==> config.mk <==
export PLATFORM = sky130hd
export DESIGN_NAME = hpool_ctrl
export DESIGN_NICKNAME = d
export VERILOG_FILES = /design/src/sv/hpool_pkg.sv /design/src/sv/hpool_ctrl.sv
export SDC_FILE = /design/constraint.sdc
export NUM_CORES = 1
export LEC_CHECK = 0
export BUFFER_PORTS_ARGS = -buffer_cell sky130_fd_sc_hd__buf_4
export CORE_AREA = 2 2 99 149
export CTS_BUF_LIST = sky130_fd_sc_hd__clkbuf_4
export CTS_CLUSTER_SIZE = 16
export DETAILED_ROUTE_END_ITERATION = 8
export DIE_AREA = 0 0 101 151
export GPL_TIMING_DRIVEN = 0
export PLACE_DENSITY_LB_ADDON = 0.2
export RECOVER_POWER = 50
export SYNTH_ARGS = -nofsm -noshare
export SYNTH_HDL_FRONTEND = slang
export SYNTH_SLANG_ARGS = --single-unit
==> constraint.sdc <==
create_clock -name aclk -period 5.48 [get_ports aclk]
set_clock_uncertainty 0.2 [all_clocks]
set_input_delay 0.274 -clock aclk [delete_from_list [all_inputs] [get_ports aclk]]
set_output_delay 0.274 -clock aclk [all_outputs]
set_load 0.03 [all_outputs]
==> src/sv/hpool_pkg.sv <==
package hpool_pkg;

    // fixed field widths
    localparam int SIZE_W   = 11;
    localparam int FUNC_W   = 2;
    localparam int HANDLE_W = 32;
    localparam int GEN_W    = 16;
    localparam int STATUS_W = 2;
    localparam int LIVE_W   = 11;

    // generation memory entry: live flag over generation
    localparam int GEN_ENTRY_W = GEN_W + 1;

    // default slot count and pool size after reset
    localparam int POOL_DEPTH_DEF = 1024;
    localparam int POOL_SIZE_RST  = 1024;

    // request codes
    localparam logic [FUNC_W-1:0] FUNC_ALLOC    = 2'd0;
    localparam logic [FUNC_W-1:0] FUNC_FREE     = 2'd1;
    localparam logic [FUNC_W-1:0] FUNC_VALIDATE = 2'd2;

    // result status codes
    localparam logic [STATUS_W-1:0] STAT_OK    = 2'd0;
    localparam logic [STATUS_W-1:0] STAT_EMPTY = 2'd1;
    localparam logic [STATUS_W-1:0] STAT_STALE = 2'd2;
    localparam logic [STATUS_W-1:0] STAT_RANGE = 2'd3;

    // generation entry after a clear: not live, generation one
    localparam logic [GEN_ENTRY_W-1:0] GEN_ENTRY_CLEAR = {1'b0, 16'd1};

endpackage

==> src/sv/hpool_ctrl.sv <==
module hpool_ctrl #(
    parameter int POOL_DEPTH = hpool_pkg::POOL_DEPTH_DEF,
    localparam int IDX_W = $clog2(POOL_DEPTH)
) (
    input  logic                              aclk,
    input  logic                              aresetn,
    // request channel
    input  logic                              s_valid,
    output logic                              s_ready,
    input  logic [hpool_pkg::FUNC_W-1:0]      s_func,
    input  logic [hpool_pkg::HANDLE_W-1:0]    s_handle_in,
    // result channel
    output logic                              m_valid,
    input  logic                              m_ready,
    output logic [hpool_pkg::STATUS_W-1:0]    m_status,
    output logic [hpool_pkg::HANDLE_W-1:0]    m_handle_out,
    output logic [hpool_pkg::LIVE_W-1:0]      m_live_count,
    // size register
    input  logic                              cfg_we,
    input  logic [hpool_pkg::SIZE_W-1:0]      cfg_wdata,
    // free ring memory
    output logic                              ring_wr_en,
    output logic [IDX_W-1:0]                  ring_wr_addr,
    output logic [IDX_W-1:0]                  ring_wr_data,
    output logic                              ring_rd_en,
    output logic [IDX_W-1:0]                  ring_rd_addr,
    input  logic [IDX_W-1:0]                  ring_rd_data,
    // generation memory
    output logic                              gen_wr_en,
    output logic [IDX_W-1:0]                  gen_wr_addr,
    output logic [hpool_pkg::GEN_ENTRY_W-1:0] gen_wr_data,
    output logic                              gen_rd_en,
    output logic [IDX_W-1:0]                  gen_rd_addr,
    input  logic [hpool_pkg::GEN_ENTRY_W-1:0] gen_rd_data
);

    import hpool_pkg::*;

    typedef enum logic [1:0] {
        ST_IDLE,
        ST_LOOKUP,
        ST_EXEC
    } state_t;

    localparam logic [IDX_W-1:0] LAST_ADDR = IDX_W'(POOL_DEPTH - 1);
    localparam logic [SIZE_W-1:0] SIZE_RST =
        (POOL_SIZE_RST > POOL_DEPTH) ? SIZE_W'(POOL_DEPTH) : SIZE_W'(POOL_SIZE_RST);

    state_t                state_reg,      state_next;
    logic [FUNC_W-1:0]     func_reg,       func_next;
    logic [HANDLE_W-1:0]   hin_reg,        hin_next;
    logic [SIZE_W-1:0]     size_reg,       size_next;
    logic [IDX_W-1:0]      head_reg,       head_next;
    logic [IDX_W-1:0]      tail_reg,       tail_next;
    logic [LIVE_W-1:0]     live_reg,       live_next;
    logic                  clr_active_reg, clr_active_next;
    logic [IDX_W-1:0]      clr_addr_reg,   clr_addr_next;
    logic                  m_valid_reg,    m_valid_next;
    logic [STATUS_W-1:0]   m_status_reg,   m_status_next;
    logic [HANDLE_W-1:0]   m_handle_reg,   m_handle_next;
    logic [LIVE_W-1:0]     m_live_reg,     m_live_next;

    logic [GEN_W-1:0]      req_idx;
    logic [GEN_W-1:0]      req_gen;
    logic                  in_range;
    logic [GEN_W-1:0]      slot_gen;
    logic                  slot_live;
    logic                  out_free;
    logic                  s_xfer;
    logic [SIZE_W-1:0]     cfg_size;
    logic [IDX_W-1:0]      head_adv;
    logic [IDX_W-1:0]      tail_adv;
    logic                  exec_ring_we;
    logic                  exec_gen_we;
    logic [IDX_W-1:0]      exec_gen_addr;
    logic [GEN_ENTRY_W-1:0] exec_gen_data;

    // step a ring pointer with wrap at the pool size
    function automatic logic [IDX_W-1:0] ring_next(input logic [IDX_W-1:0] p,
                                                   input logic [SIZE_W-1:0] sz);
        logic [IDX_W-1:0] r;
        if (32'(p) + 32'd1 >= 32'(sz)) begin
            r = '0;
        end else begin
            r = p + 1'b1;
        end
        return r;
    endfunction

    // request fields and memory read data
    assign req_idx   = hin_reg[GEN_W-1:0];
    assign req_gen   = hin_reg[HANDLE_W-1:GEN_W];
    assign in_range  = req_idx < 16'(size_reg);
    assign slot_gen  = gen_rd_data[GEN_W-1:0];
    assign slot_live = gen_rd_data[GEN_W];
    assign out_free  = !m_valid_reg || m_ready;
    assign head_adv  = ring_next(head_reg, size_reg);
    assign tail_adv  = ring_next(tail_reg, size_reg);

    assign s_ready = (state_reg == ST_IDLE) && !clr_active_reg;
    assign s_xfer  = s_valid && s_ready;

    // clamp a written size into the supported range
    always_comb begin
        cfg_size = cfg_wdata;
        if (cfg_wdata < SIZE_W'(2)) begin
            cfg_size = SIZE_W'(2);
        end
        if (32'(cfg_wdata) > POOL_DEPTH) begin
            cfg_size = SIZE_W'(POOL_DEPTH);
        end
    end

    // memory reads: ring head at transfer, generation in lookup
    assign ring_rd_en   = s_xfer;
    assign ring_rd_addr = head_reg;
    assign gen_rd_en    = (state_reg == ST_LOOKUP);
    assign gen_rd_addr  = (func_reg == FUNC_ALLOC) ? ring_rd_data : req_idx[IDX_W-1:0];

    // next state, pointers and result
    always_comb begin
        state_next      = state_reg;
        func_next       = func_reg;
        hin_next        = hin_reg;
        size_next       = size_reg;
        head_next       = head_reg;
        tail_next       = tail_reg;
        live_next       = live_reg;
        clr_active_next = clr_active_reg;
        clr_addr_next   = clr_addr_reg;
        m_valid_next    = m_valid_reg && !m_ready;
        m_status_next   = m_status_reg;
        m_handle_next   = m_handle_reg;
        m_live_next     = m_live_reg;
        exec_ring_we    = 1'b0;
        exec_gen_we     = 1'b0;
        exec_gen_addr   = req_idx[IDX_W-1:0];
        exec_gen_data   = {1'b0, slot_gen + 16'd1};

        unique case (state_reg)
            ST_IDLE: begin
                if (s_xfer) begin
                    func_next  = s_func;
                    hin_next   = s_handle_in;
                    state_next = ST_LOOKUP;
                end
            end
            ST_LOOKUP: begin
                state_next = ST_EXEC;
            end
            ST_EXEC: begin
                if (out_free) begin
                    state_next    = ST_IDLE;
                    m_valid_next  = 1'b1;
                    m_status_next = STAT_OK;
                    m_handle_next = '0;
                    case (func_reg)
                        FUNC_ALLOC: begin
                            if (head_reg == tail_reg) begin
                                m_status_next = STAT_EMPTY;
                            end else begin
                                head_next     = head_adv;
                                exec_gen_we   = 1'b1;
                                exec_gen_addr = ring_rd_data;
                                exec_gen_data = {1'b1, slot_gen};
                                m_handle_next = {slot_gen, 16'(ring_rd_data)};
                                live_next     = live_reg + 1'b1;
                            end
                        end
                        FUNC_FREE: begin
                            if (!in_range) begin
                                m_status_next = STAT_RANGE;
                            end else if (slot_gen != req_gen || !slot_live) begin
                                m_status_next = STAT_STALE;
                            end else begin
                                exec_gen_we   = 1'b1;
                                exec_ring_we  = 1'b1;
                                tail_next     = tail_adv;
                                live_next     = live_reg - 1'b1;
                                m_handle_next = hin_reg;
                            end
                        end
                        FUNC_VALIDATE: begin
                            if (!in_range) begin
                                m_status_next = STAT_RANGE;
                            end else if (slot_gen != req_gen) begin
                                m_status_next = STAT_STALE;
                            end else begin
                                m_handle_next = hin_reg;
                            end
                        end
                        default: begin
                            m_status_next = STAT_OK;
                        end
                    endcase
                    m_live_next = live_next;
                end
            end
            default: begin
                state_next = ST_IDLE;
            end
        endcase

        // clearing sweep over every entry
        if (clr_active_reg) begin
            clr_addr_next = clr_addr_reg + 1'b1;
            if (clr_addr_reg == LAST_ADDR) begin
                clr_active_next = 1'b0;
            end
        end

        // size write restarts the pool
        if (cfg_we) begin
            size_next       = cfg_size;
            head_next       = '0;
            tail_next       = IDX_W'(cfg_size - 1'b1);
            live_next       = '0;
            clr_active_next = 1'b1;
            clr_addr_next   = '0;
        end
    end

    // memory writes: clearing sweep or result write-back
    always_comb begin
        if (clr_active_reg) begin
            ring_wr_en   = 1'b1;
            ring_wr_addr = clr_addr_reg;
            ring_wr_data = clr_addr_reg;
            gen_wr_en    = 1'b1;
            gen_wr_addr  = clr_addr_reg;
            gen_wr_data  = GEN_ENTRY_CLEAR;
        end else begin
            ring_wr_en   = exec_ring_we;
            ring_wr_addr = tail_adv;
            ring_wr_data = req_idx[IDX_W-1:0];
            gen_wr_en    = exec_gen_we;
            gen_wr_addr  = exec_gen_addr;
            gen_wr_data  = exec_gen_data;
        end
    end

    // state and registered outputs
    always_ff @(posedge aclk) begin
        if (!aresetn) begin
            state_reg      <= ST_IDLE;
            size_reg       <= SIZE_RST;
            head_reg       <= '0;
            tail_reg       <= IDX_W'(SIZE_RST - 1'b1);
            live_reg       <= '0;
            clr_active_reg <= 1'b1;
            clr_addr_reg   <= '0;
            m_valid_reg    <= 1'b0;
        end else begin
            state_reg      <= state_next;
            size_reg       <= size_next;
            head_reg       <= head_next;
            tail_reg       <= tail_next;
            live_reg       <= live_next;
            clr_active_reg <= clr_active_next;
            clr_addr_reg   <= clr_addr_next;
            m_valid_reg    <= m_valid_next;
        end
        func_reg     <= func_next;
        hin_reg      <= hin_next;
        m_status_reg <= m_status_next;
        m_handle_reg <= m_handle_next;
        m_live_reg   <= m_live_next;
    end

    assign m_valid      = m_valid_reg;
    assign m_status     = m_status_reg;
    assign m_handle_out = m_handle_reg;
    assign m_live_count = m_live_reg;

endmodule

# --- Word level (Yosys, flattened, before mapping) ---
# Index checks and enable logic that the tools add are counted.
totals:
  register_bits: 135
  latchBits: 0
  ram_bits: 0
  mem_bits_ro: 0
  in_bits: 77
  out_inout_bits: 118
  elab_cells: 117
  mem_count: 0
classes:
  add_sub_neg: 9
  mul: 0
  n_div: 0
  order_cmp: 5
  n_eq_ne: 10
  shift: 0
  mux: 57
  bitwise_logic: 2
  reduce_logical: 21
ops:
  columns: ["op", "n"]
  rows:
  - ["$mux W10", 16]
  - ["$mux W32", 5]
  - ["$pmux W32 S3", 1]
  - ["$mux W17", 5]
  - ["$mux W11", 5]
  - ["$add A10 B1 Y10 const B", 3]
  - ["$add A10 B1 Y11 const B", 2]
  - ["$ge A11 B11 Y1", 2]
  - ["$pmux W11 S2", 1]
  - ["$add A16 B1 Y16 const B", 1]
  - ["$lt A16 B11 Y1", 1]
  - ["$ne A16 B16 Y1", 1]
  - ["$mux W1", 15]
  - ["$mux W2", 6]
  - ["$pmux W2 S3", 2]
  - ["$add A11 B1 Y11 const B", 1]
  - ["$gt A11 B11 Y1 const B", 1]
  - ["$lt A11 B2 Y1 const B", 1]
  - ["$sub A11 B1 Y11 const B", 1]
  - ["$eq A10 B10 Y1", 1]
  - ["$eq A10 B10 Y1 const B", 1]
  - ["$sub A10 B1 Y10 const B", 1]
  - ["$reduce_bool A2 Y1", 4]
  - ["$ne A2 B2 Y1 const B", 3]
  - ["12 further kinds", 24]

# --- Logic depth before layout (Yosys ltp) ---
# Gate-level depths: netlist (run 1).
depth:
  ltp_word: 9
  depth_mapped: 13
  mapped_depth_nobuf: 12

# --- Worst setup path after synthesis (run 1) ---
# No wires, ideal clock.
synth_timing:
  kind: "register to register"
  start: "register head_reg[0], in the netlist ring_rd_addr[0]"
  end: "register head_reg[2], in the netlist ring_rd_addr[2]"
  setup_ns: 0.072
  arrival_ns: 3.312
  required_time_ns: 5.208
  setup_slack_ns: 1.896
  stages_incl_launch_ff: 14
  path_buffers: 2
  period_less_slack_ns: 3.584
  path_cell_list: "dfxtp_1 -> ha_1 -> nand3_1 -> or2_2 -> clkbuf_1 -> xnor2_1 -> ha_1 -> or4_1 -> a21oi_1 -> o21ai_0 -> a221oi_1 -> clkbuf_1 -> nand4_1 -> mux2i_1"
synth_between:
  elab_chain_len: 3
  elab_cells_between_ends: 7
synth_rtl:
  columns: ["item", "line", "text"]
  rows:
  - ["from (decl)", "hpool_ctrl.sv:53", "logic [IDX_W-1:0] head_reg, head_next;"]
  - ["from (signal assigned)", "hpool_ctrl.sv:256", "head_reg <= head_next;"]
  - ["$add A10 B1 Y11 or $eq A10 B10 Y1 (tied branches)", "hpool_ctrl.sv:82, hpool_ctrl.sv:159", null]
  - ["$ge A11 B11 Y1 or $not A1 Y1 (tied branches)", null, null]
  - ["$mux W10 or $reduce_and A4 Y1 (tied branches)", null, null]
# Parallel ways exist; a longest one is shown, timed or not.
# A chain may end at the register's enable or synchronous reset.

# --- Final worst setup path (run 1) ---
layout_timing:
  start: "register tail_reg[0]"
  end: "output ring_wr_addr[7]"
layout_between:
  elab_chain_len: 4
  elab_cells_between_ends: 5
layout_rtl:
  columns: ["item", "line", "text"]
  rows:
  - ["from (decl)", "hpool_ctrl.sv:54", "logic [IDX_W-1:0] tail_reg, tail_next;"]
  - ["from (signal assigned)", "hpool_ctrl.sv:248", "tail_reg <= IDX_W'(SIZE_RST - 1'b1);"]
  - ["from (signal assigned)", "hpool_ctrl.sv:257", "tail_reg <= tail_next;"]
  - ["$add A10 B1 Y11", "hpool_ctrl.sv:82", "if (32'(p) + 32'd1 >= 32'(sz)) begin"]
  - ["$ge A11 B11 Y1", "hpool_ctrl.sv:82", null]
  - ["$mux W10 (*)", "hpool_ctrl.sv:82", null]
  - ["$mux W10 (*)", "hpool_ctrl.sv:225", "if (clr_active_reg) begin"]
  - ["to (decl)", "hpool_ctrl.sv:23", "output logic [IDX_W-1:0] ring_wr_addr,"]
# Every way passes the cells marked *; elsewhere a longest branch is shown, timed or not.

==> flow_summary.toml, run 1 <==
[status]
outcome = "finished with violations"
violations = "max-capacitance violations, max-slew violations"

[sta]
hold_violations = 0
tightestPinTransition_ns = 2.64
setup_viol = 0
relSlewSlack = -0.763
fin_setup_tns_ns = 0
min_period_over_period = 0.818
rsz0062_at_grt = "no"
fmax_mhz = 223
slew_viol_final = 89
min_period_ns = 4.48

[finish]
final_common_cell = "clkbuf_1"
area_growth_syn_to_layout_pct = 30.1
final_cell_area_um2 = 10900
fill_cells = 982
final_nets = 1298
final_cell_mix = "106 x clkbuf_1, 94 x buf_4, 88 x nand2_1"
drive_gt1_frac = 0.157

[synthesis]
netlist-cell-type-count = 72
ys.flop_type = "edfxtp_1"
yosys_warnings = 0
ys_seq_elements = 135
postSynth.asyncResetShare = 0
synthTopCellsByArea = "edfxtp_1 28%, dfxtp_1 13%, ha_1 6.0%"
netlist_area_um2 = 8380
syn_inst = 893
synth_edf_count = 79
yosys.area.top_type_share = 0.283
synth.avg_cell_area_um2 = 9.39
synth_top_area_cell = "edfxtp_1"
seq_area_frac_synth = 0.417

[floorplan]
io_pins = 195
chipHeight_um = 151
die_x_um = 101
coreArea_um2 = 13900
fp.dieArea_um2 = 15300
initial_core_util = 0.602
num_rows = 53

[power]
ir_worst_vdd_v = 0.000189
power_frac_seq = 0.484
pwr-share-clk = 0.379
p_int_uw = 1670
p_leak_uw = 0.00420
netSwitchingFraction = 0.258
powerDensity_nw_per_um2 = 206
p_comb_frac = 0.138
p_sw_uw = 579

[setup_path]
end_kind = "output pin"
worst-path-max-fanout = 8
cp_slowest_cell = "dfxtp_1"
path_class = "reg -> out"
reg2reg_depth = 7
reg2reg_slack_ns = 1.04
reg2reg_to = "live_reg[9]$_SDFFE_PP0P_"
cp_cell_sequence = "ha_1 -> nand3_1 -> nor2_1 -> nand3_1 -> xnor2_1 -> ha_1 -> o21a_1 -> o211ai_1 -> nand2_1 -> nand2_1 -> nand2b_1 -> o21ai_0 -> buf_4"
endpoint = "ring_wr_addr[7]"
critPathLaunchType = "register"
cp-startpoint = "tail_reg[0]$_SDFFE_PN1P_"
timing.rr.start = "state_reg[1]$_SDFFE_PN0P_"
critPathMaxStageDelay_ns = 0.57
worstPathArrival_ns = 4.01
crit_required_ns = 5.01

[detailed_routing]
vias = 8742
drt-wirelength-per-cell_um = 21.6
vias_per_cell = 6.43
drt_wl_total_um = 29400
drcViolationCount = 0
ant_nets = 0
first_pass_iters = 8
drt_iter0_markers = 645

[clocking]
cts_tree = "built"
hold_buffers = 75
clock_sinks = 135
clk_pin_slew_ns = 0.12
cts_buffers = 17
postCtsSetupRepairBufs = 0
cts_resized = 0
cts-root-buf = "clkbuf_4"
clock_latency_ns = 0.60
cts_buffer_depth = 2
cts-htree-levels = 4

[min_path]
min_path_type = "in -> reg"
worstHoldStart = "cfg_wdata[1]"

[global_route]
grt_pass1_wl_um = 45300
grt_remaining_overflow = 0
antenna_found_initial = 1
grt_pass1_vias = 8763
grt.total_usage = 0.392
grt_max_degree = 54

[placed_design]
io_buffers = 190
finalWeightedCongestion = 0.995
placed_cell_area_um2 = 10000
dp_hpwl_um = 20100

[run]
maxCapViolations = 2
-- metal layers --
metal / vias up / routed length [µm] / track usage
li1: 3890 / - / -
met1: 4050 / 9690 / 0.422
met2: 634 / 14700 / 0.682
met3: 168 / 2750 / 0.0780
met4: 0 / 2280 / 0.274
met5: - / 0 / 0
-- power groups by stage --
stage	Clock (µW)	Combinational, µW	Sequential, µW
6_report	850	309	1090
5_1_grt	883	332	1090
4_1_cts	835	301	1090
3_5_place_dp	0	256	1110
3_3_place_gp	0	250	1110
2_1_floorplan	0	150	1110
-- cells by family (layout without fill, tap and decap cells) --
group | after synthesis | after routing | synth area share
flops | 135 | 135 | 0.417
mux | 23 | 23 | 0.0281
simple gates | 332 | 332 | 0.205
buf+inv | 89 | 386 | 0.0421
other cells | 1 | 6 | 0.000447
fa+ha+maj | 40 | 40 | 0.0597
compound gates | 202 | 202 | 0.174
xor+xnor | 71 | 71 | 0.0742
-- metrics by stage --
| step | worst slack [ns] | util | total power (µW) | hold WS, ns | std cells |
|---|---|---|---|---|---|
| 3_3_place_gp | 1.55 | 0.720 | 1360 | 0.252 | 1252 |
| 2_1_floorplan | 1.90 | - | 1260 | 0.173 | 897 |
| 3_5_place_dp | 1.52 | 0.720 | 1360 | 0.253 | 1252 |
| 6_report | 1.00 | 0.783 | 2250 | 0.0265 | 1360 |
| 4_1_cts | 1.11 | 0.800 | 2220 | 0.00996 | 1359 |
| 5_1_grt | 0.808 | 0.783 | 2300 | 0.0695 | 1360 |
-- cell type report --
cell class	instances	area (µm²)	area share
Inverter	35	133	0.0122
Sequential cell	135	3490	0.320
Tap cell	165	206	0.0189
Buffer	54	221	0.0203
Clock buffer	17	128	0.0117
Multi-Input combinational cell	673	4550	0.417
Antenna cell	1	2.50	0.000229
Timing Repair Buffer	265	1940	0.178
Clock inverter	15	231	0.0212
-- critical path, delay by kind of cell, from the launching register on --
| family | cells | cell delay (ns) |
|---|---|---|
| and+or+nand+nor | 6 | 1.12 |
| adders and majority gates | 2 | 0.62 |
| DFF | 1 | 0.57 |
| AOI/OAI and AO/OA | 3 | 0.50 |
| xor gates and xnor gates | 1 | 0.40 |
| buffers and inverters | 1 | 0.20 |
-- cells in the mapped netlist, drive strengths merged, types with 4 or more instances --
library cell,n
nand2,88
edfxtp,79
o21ai,65
dfxtp,56
nor2,50
nand3,43
clkbuf,41
ha,40
xnor2,40
inv,34
xor2,31
a22o,28
nor3,24
a21oi,23
nand4,22
nor2b,21
mux2i,19
and3,15
nand2b,15
o2111ai,15
nor4,14
buf,13
o211ai,13
or3,8
and2,7
a31oi,6
or4,6
a21boi,5
a21o,5
a22oi,5
a32o,5
o31ai,5
or2,5
mux2,4
-- worst min-delay path by stage --
stage | endpoint | slack (ns) | depth (start not counted)
floorplan | func_reg[0]$_DFFE_PP_ | 0.17 | 0
global placement | hin_reg[7]$_DFFE_PP_ | 0.25 | 1
CTS | tail_reg[0]$_SDFFE_PN1P_ | 0.01 | 4
detailed placement | hin_reg[8]$_DFFE_PP_ | 0.25 | 1
finish | tail_reg[0]$_SDFFE_PN1P_ | 0.03 | 4
global route | m_handle_out[23]$_DFFE_PP_ | 0.07 | 2
Note: power is estimated with default switching activity, not from simulation.
==> inputs of run 2 (changes only) <==
ABC_AREA = 1   (was unset)
CORE_AREA = 2 2 110 166   (was 2 2 99 149)
DIE_AREA = 0 0 112 168   (was 0 0 101 151)
clock period = 4.05 ns   (was 5.48 ns; I/O delays follow)
==> run 2 against run 1 <==
The run ends with design-rule violations, max-capacitance violations, max-slew violations left. Largest cell class unchanged. Combinational power up 57%. Via count up 6.2%. Sequential share of layout area down 1.3 points. Synthesized cell count is 32% higher.
==> flow_summary.toml, run 2 <==
[status]
outcome = "finished with violations"
violations = "design-rule violations, max-capacitance violations, max-slew violations"

[detailed_routing]
first_pass_iters = 9
drt-wirelength-per-cell_um = 17.5
vias = 9288
vias_per_cell = 5.41
ant_nets = 0
drcViolationCount = 8
drt_iter0_markers = 685
drt_wl_total_um = 30000

[setup_path]
reg2reg_depth = 17
cp-startpoint = "tail_reg[4]$_SDFFE_PN1P_"
cp_slowest_cell = "dfxtp_1"
crit_required_ns = 3.65
cp_top_family = "simple AND/OR/NAND/NOR gates"
cp_cell_sequence = "nand2_1 -> nor3_1 -> nand4_1 -> nand2_1 -> inv_1 -> ha_1 -> nand2_1 -> nor4_2 -> a21oi_1 -> nand2_2 -> clkinvlp_4 -> buf_4 -> nand3_1 -> nand2_1 -> buf_4"
timing.rr.start = "tail_reg[4]$_SDFFE_PN1P_"
reg2reg_to = "tail_reg[5]$_SDFFE_PN1P_"
worst-path-max-fanout = 7
worstPathArrival_ns = 3.40
reg2reg_slack_ns = 0.41
path_buf_inv = 4
critPathLaunchType = "register"
end_kind = "output pin"
crit_path_frequent_cell = "nand2_1"
path_class = "reg -> out"
critPathMaxStageDelay_ns = 0.50

[synthesis]
synth_compound_area_frac = 0.136
synth_top_area_cell = "edfxtp_1"
synth_most_common_cell = "nand2_1"
ys_seq_elements = 135
yosys.area.top_type_share = 0.272
synth_top_family_by_area = "simple AND/OR/NAND/NOR gates"
seq_area_frac_synth = 0.400
netlist_area_um2 = 8720
yosys_warnings = 0
synthTopCellsByArea = "edfxtp_1 27%, nand2_1 15%, dfxtp_1 13%"
synthAdderAreaFrac = 0.0574
synth.avg_cell_area_um2 = 7.37
synth.area.mux_share = 0
synth_commonest_cells = "352 x nand2_1, 154 x inv_1, 82 x nor2_1"
synth_edf_count = 79
synth_xor_area_frac = 0.0291
postSynth.asyncResetShare = 0
netlist-cell-type-count = 46
yosys.area_share.simple = 0.283
ys.flop_type = "edfxtp_1"
syn_inst = 1183

[sta]
min_period_over_period = 0.939
setup_viol = 0
slew_viol_final = 64
min_period_ns = 3.80
hold_violations = 0
relSlewSlack = -0.0917
tightestPinTransition_ns = 1.64
fmax_mhz = 263

[finish]
final_common_cell = "nand2_1"
area_growth_syn_to_layout_pct = 30.6
fill_cells = 1658
final_cells = 1716
final_cell_mix = "352 x nand2_1, 154 x inv_1, 102 x buf_4"
drive_gt1_frac = 0.148
utilization = 0.648
final_nets = 1601

[global_route]
grt_remaining_overflow = 0
grt_pass1_wl_um = 45800
grt_max_degree = 35
antenna_found_initial = 2
grt_pass1_vias = 8880
grt.total_usage = 0.311

[floorplan]
num_rows = 60
coreArea_um2 = 17600
initial_core_util = 0.497
die_x_um = 112
chipHeight_um = 168
fp.dieArea_um2 = 18800
io_pins = 195

[min_path]
hold_depth = 6
worstHoldStart = "cfg_wdata[9]"
min_path_type = "in -> reg"
holdPathEnd = "size_reg[7]$_SDFFE_PN0P_"

[placed_design]
io_buffers = 192
dp_hpwl_um = 22500
finalWeightedCongestion = 0.945
dp.cells = 1597

[clocking]
clock_latency_ns = 0.57
clock_sinks = 135
cts-root-buf = "clkbuf_4"
cts_buffer_depth = 2
cts_buffers = 17
cts_tree = "built"
cts-htree-levels = 4
clk_pin_slew_ns = 0.13

[run]
maxCapViolations = 2

[power]
p_leak_uw = 0.00530
powerDensity_nw_per_um2 = 258
ir_worst_vdd_v = 0.000180
[run 2: cell count changes after synthesis, sizes merged, moves of 27 or more]
cell and delta:
nand3 +27, nor2 +39, o22ai +30, nand2 +266
xnor2 -34, a21oi +48, inv +128, a22o -28
[run 2: cell type report]
| type | count | area (µm²) | share of cell area |
|---|---|---|---|
| multi-input combinational | 846 | 4430 | 0.389 |
| sequential | 135 | 3500 | 0.307 |
| timing repair buffer | 278 | 2060 | 0.181 |
| inverter | 167 | 631 | 0.0554 |
| tap | 217 | 272 | 0.0238 |
| buffer | 39 | 188 | 0.0165 |
| clock inverter | 15 | 176 | 0.0155 |
| clock buffer | 17 | 128 | 0.0112 |
| antenna | 2 | 5.00 | 0.000439 |
[run 2: kinds of logic (layout without fill, tap and decap cells)]
kind of cell             Yosys count  after routing
other                              1              7
AND/OR/NAND/NOR                  580            580
buffers and inverters            206            516
XOR/XNOR                          29             29
AO/OA/AOI/OAI                    192            192
adder cells (fa/ha/maj)           40             40
flip-flops                       135            135
[run 2: worst max path at each step]
stage	slack (ns)	cells after the start	endpoint
6_report	0.25	15	ring_wr_addr[3]
3_5_place_dp	0.55	17	ring_wr_addr[8]
3_3_place_gp	0.29	8	live_reg[10]$_SDFFE_PP0P_
5_1_grt	-0.03	18	ring_wr_addr[8]
4_1_cts	0.005	17	ring_wr_addr[8]
2_1_floorplan	0.75	17	ring_wr_addr[7]
[run 2: repair_timing]
| action | CTS | global route |
|---|---|---|
| setup buffers | 0 | 4 |
| hold buffers | 81 | 0 |
| endpoints found under the setup margin | 4 | 9 |
| hold endpoints to repair | 88 | 0 |
| resized for setup | 1 | 9 |
| pin swaps | 0 | 2 |
[run 2: routing by layer]
layer / GRT usage / up-vias / share of wire
li1: - / 4530 / -
met1: 0.343 / 4245 / 0.37
met2: 0.579 / 427 / 0.52
met3: 0.0468 / 86 / 0.062
met4: 0.150 / 0 / 0.046
met5: 0 / - / 0
[run 2: power breakdown]
part | leakage (µW) | switching, µW | internal, µW
registers | 0.00117 | 11.5 | 1450
clock network | 0.000162 | 555 | 430
logic | 0.00396 | 268 | 216
[run 2: per-stage QoR]
step                setup TNS (ns)  total power, µW  area [µm²]  setup slack, ns  hold WS, ns
floorplan                        0             1730        8740            0.754        0.101
global placement                 0             1880       10500            0.287        0.181
detailed placement               0             1880       10500            0.546        0.182
CTS                              0             2910       11600          0.00470       0.0205
global route               -0.0572             3050       11400          -0.0298       0.0554
finish                           0             2930       11400            0.246       0.0522
[run 2: worst min-delay path: cells and delay by family]
family / cells / cell delay [ns]
buffers and inverters: 2 / 0.14
AO/OA/AOI/OAI: 1 / 0.08
AND/OR/NAND/NOR: 3 / 0.34
==> inputs of run 3 (changes only) <==
--- a/config.mk
+++ b/config.mk
@@ -16,4 +16,5 @@
 export PLACE_DENSITY_LB_ADDON = 0.2
 export RECOVER_POWER = 50
+export SLEW_MARGIN = 10
 export SYNTH_ARGS = -nofsm -noshare
 export SYNTH_HDL_FRONTEND = slang
--- a/constraint.sdc
+++ b/constraint.sdc
@@ -3,3 +3,3 @@
 set_input_delay 0.2025 -clock aclk [delete_from_list [all_inputs] [get_ports aclk]]
 set_output_delay 0.2025 -clock aclk [all_outputs]
-set_load 0.03 [all_outputs]
+set_load 0.02 [all_outputs]
==> run 3 against run 2 <==
The flow finishes with violations (max-capacitance violations, max-slew violations). Flip-flop and latch count did not move. Via count rose by 0.93%. Sequential power barely moved. Count of clock-buffer cells in the layout increased by 1. Final cell count rose by 0.12%. Total power rose by 4.9%. Critical endpoint is now ring_wr_addr[7]. First-iteration DRC count up 15%.
==> flow_summary.toml, run 3 (synthesis results as in run 2) <==
[placed_design]
io_buffers = 192
dp_slack_ns = 0.580
dp_hpwl_um = 22500
finalWeightedCongestion = 0.945

[finish]
final_cell_mix = "351 x nand2_1, 153 x inv_1, 100 x buf_4"
drive_gt1_frac = 0.150
area_growth_syn_to_layout_pct = 31.6
final_common_cell = "nand2_1"
final_nets = 1603

[setup_path]
worstPathArrival_ns = 3.40
cp_cell_sequence = "ha_1 -> nand2_1 -> inv_1 -> nand4_1 -> nor2_1 -> inv_1 -> o21ai_0 -> inv_1 -> ha_1 -> a21oi_1 -> o21a_1 -> nand2_1 -> a21oi_1 -> nand2_2 -> clkinvlp_4 -> nand2_1 -> o21ai_2 -> buf_4"
path_class = "reg -> out"
critPathMaxStageDelay_ns = 0.40
end_kind = "output pin"
critPathLaunchType = "register"
cp_slowest_cell = "dfxtp_4"
crit_required_ns = 3.65
worst-path-max-fanout = 5

[sta]
relSlewSlack = -0.459
setup_viol = 0
setup_slack_ns = 0.246
tightestPinTransition_ns = 2.19
min_period_over_period = 0.939
slew_viol_final = 64
fmax_mhz = 263
min_period_ns = 3.80
hold_slack_ns = 0.0560
rsz0062_at_grt = "no"
fin_setup_tns_ns = 0
hold_violations = 0

[floorplan]
io_pins = 195
chipHeight_um = 168
die_x_um = 112
fp.dieArea_um2 = 18800
num_rows = 60
initial_core_util = 0.497
coreArea_um2 = 17600

[global_route]
grt_pass1_vias = 8984
grt_max_degree = 35
grt.total_usage = 0.313
grt_remaining_overflow = 0
grt_pass1_wl_um = 46100
antenna_found_initial = 2

[clocking]
clk_pin_slew_ns = 0.13
clock_latency_ns = 0.63
cts_buffers = 17
clock_sinks = 135
cts_tree = "built"
cts-htree-levels = 4
cts-root-buf = "clkbuf_4"
cts_buffer_depth = 2

[power]
p_leak_uw = 0.00532
power_frac_seq = 0.476
powerDensity_nw_per_um2 = 268
p_sw_uw = 854
p_int_uw = 2220
ir_worst_vdd_v = 0.000174
pwr-share-clk = 0.371
p_comb_frac = 0.153
netSwitchingFraction = 0.277

[detailed_routing]
vias_per_cell = 5.46
ant_nets = 0
drt_iter0_markers = 790
drcViolationCount = 0
vias = 9374
drt_wl_total_um = 30100
drt-wirelength-per-cell_um = 17.5
first_pass_iters = 6

[status]
violations = "max-capacitance violations, max-slew violations"
outcome = "finished with violations"

[min_path]
min_path_type = "in -> reg"

[run]
maxCapViolations = 2
==> run 3: cell count changes in the layout (fill, tap and decap cells not counted), moves of 2 or more <==
cell / before / now
buf_4: 102 / 100
bufinv_16: 3 / 5
dlygate4sd3_1: 81 / 84
o21ai_1: 5 / 2
o21ai_2: 2 / 4
==> run 3: repair_timing <==
| action | 4_1_cts | 5_1_grt |
|---|---|---|
| hold endpoints to repair | 88 | 0 |
| pin swaps | 0 | 3 |
| hold buffers | 84 | 0 |
| endpoints found under the setup margin | 4 | 8 |
| cloned | 0 | 1 |
| setup buffers | 0 | 1 |
| gates resized for setup | 1 | 11 |
==> run 3: critical path: cells and delay by family, from the launching register on <==
kind | cells | cell delay (ns)
AND/OR/NAND/NOR | 6 | 0.61
adder cells (fa/ha/maj) | 2 | 0.48
flip-flops | 1 | 0.40
AO/OA/AOI/OAI | 5 | 0.72
buffers and inverters | 5 | 0.58
==> run 3: layout make-up <==
cell class / instances / area [µm²]
inverter: 167 / 631
antenna: 2 / 5.00
buffer: 39 / 189
timing repair inverter: 1 / 7.51
timing repair buffer: 279 / 2070
clock buffer: 18 / 135
fill: 1621 / 6090
clock inverter: 14 / 223
multi-input combinational: 846 / 4440
tap: 217 / 272
sequential: 135 / 3500
==> run 3: metrics by stage <==
stage / instances / total power, µW / utilization / area (µm²)
detailed placement: 1598 / 1880 / 0.598 / 10500
floorplan: 1187 / 1730 / - / 8740
CTS: 1714 / 3050 / 0.666 / 11700
global placement: 1596 / 1870 / 0.595 / 10500
global route: 1718 / 3180 / 0.653 / 11500
finish: 1718 / 3080 / 0.653 / 11500
==> run 3: path summary, 6_finish.rpt <==
| path | slack (ns) | cells after the start | endpoint | start |
|---|---|---|---|---|
| worst min register to register | 0.32 | 2 | clr_addr_reg[8]$_SDFFE_PP0P_ | clr_addr_reg[8]$_SDFFE_PP0P_ |
| worst min-delay path | 0.06 | 6 | m_live_count[3]$_DFFE_PP_ | gen_rd_data[16] |
| worst max-delay path | 0.25 | 18 | ring_wr_addr[7] | tail_reg[1]$_SDFFE_PN1P_ |
| worst max register to register | 0.51 | 9 | live_reg[5]$_SDFFE_PP0P_ | state_reg[1]$_SDFFE_PN0P_ |
==> run 3: routing by layer <==
metal / wire (µm) / vias up / track usage
met5: 0 / - / 0
met4: 1450 / 0 / 0.149
met3: 1960 / 93 / 0.0461
met2: 15700 / 454 / 0.581
met1: 11000 / 4297 / 0.348
li1: - / 4530 / -
==> run 3: power groups by stage <==
stage,Clock (µW),Sequential [µW],Combinational (µW)
detailed placement,0,1500,381
global route,1200,1470,518
global placement,0,1500,379
CTS,1140,1470,450
finish,1140,1460,472
floorplan,0,1490,237
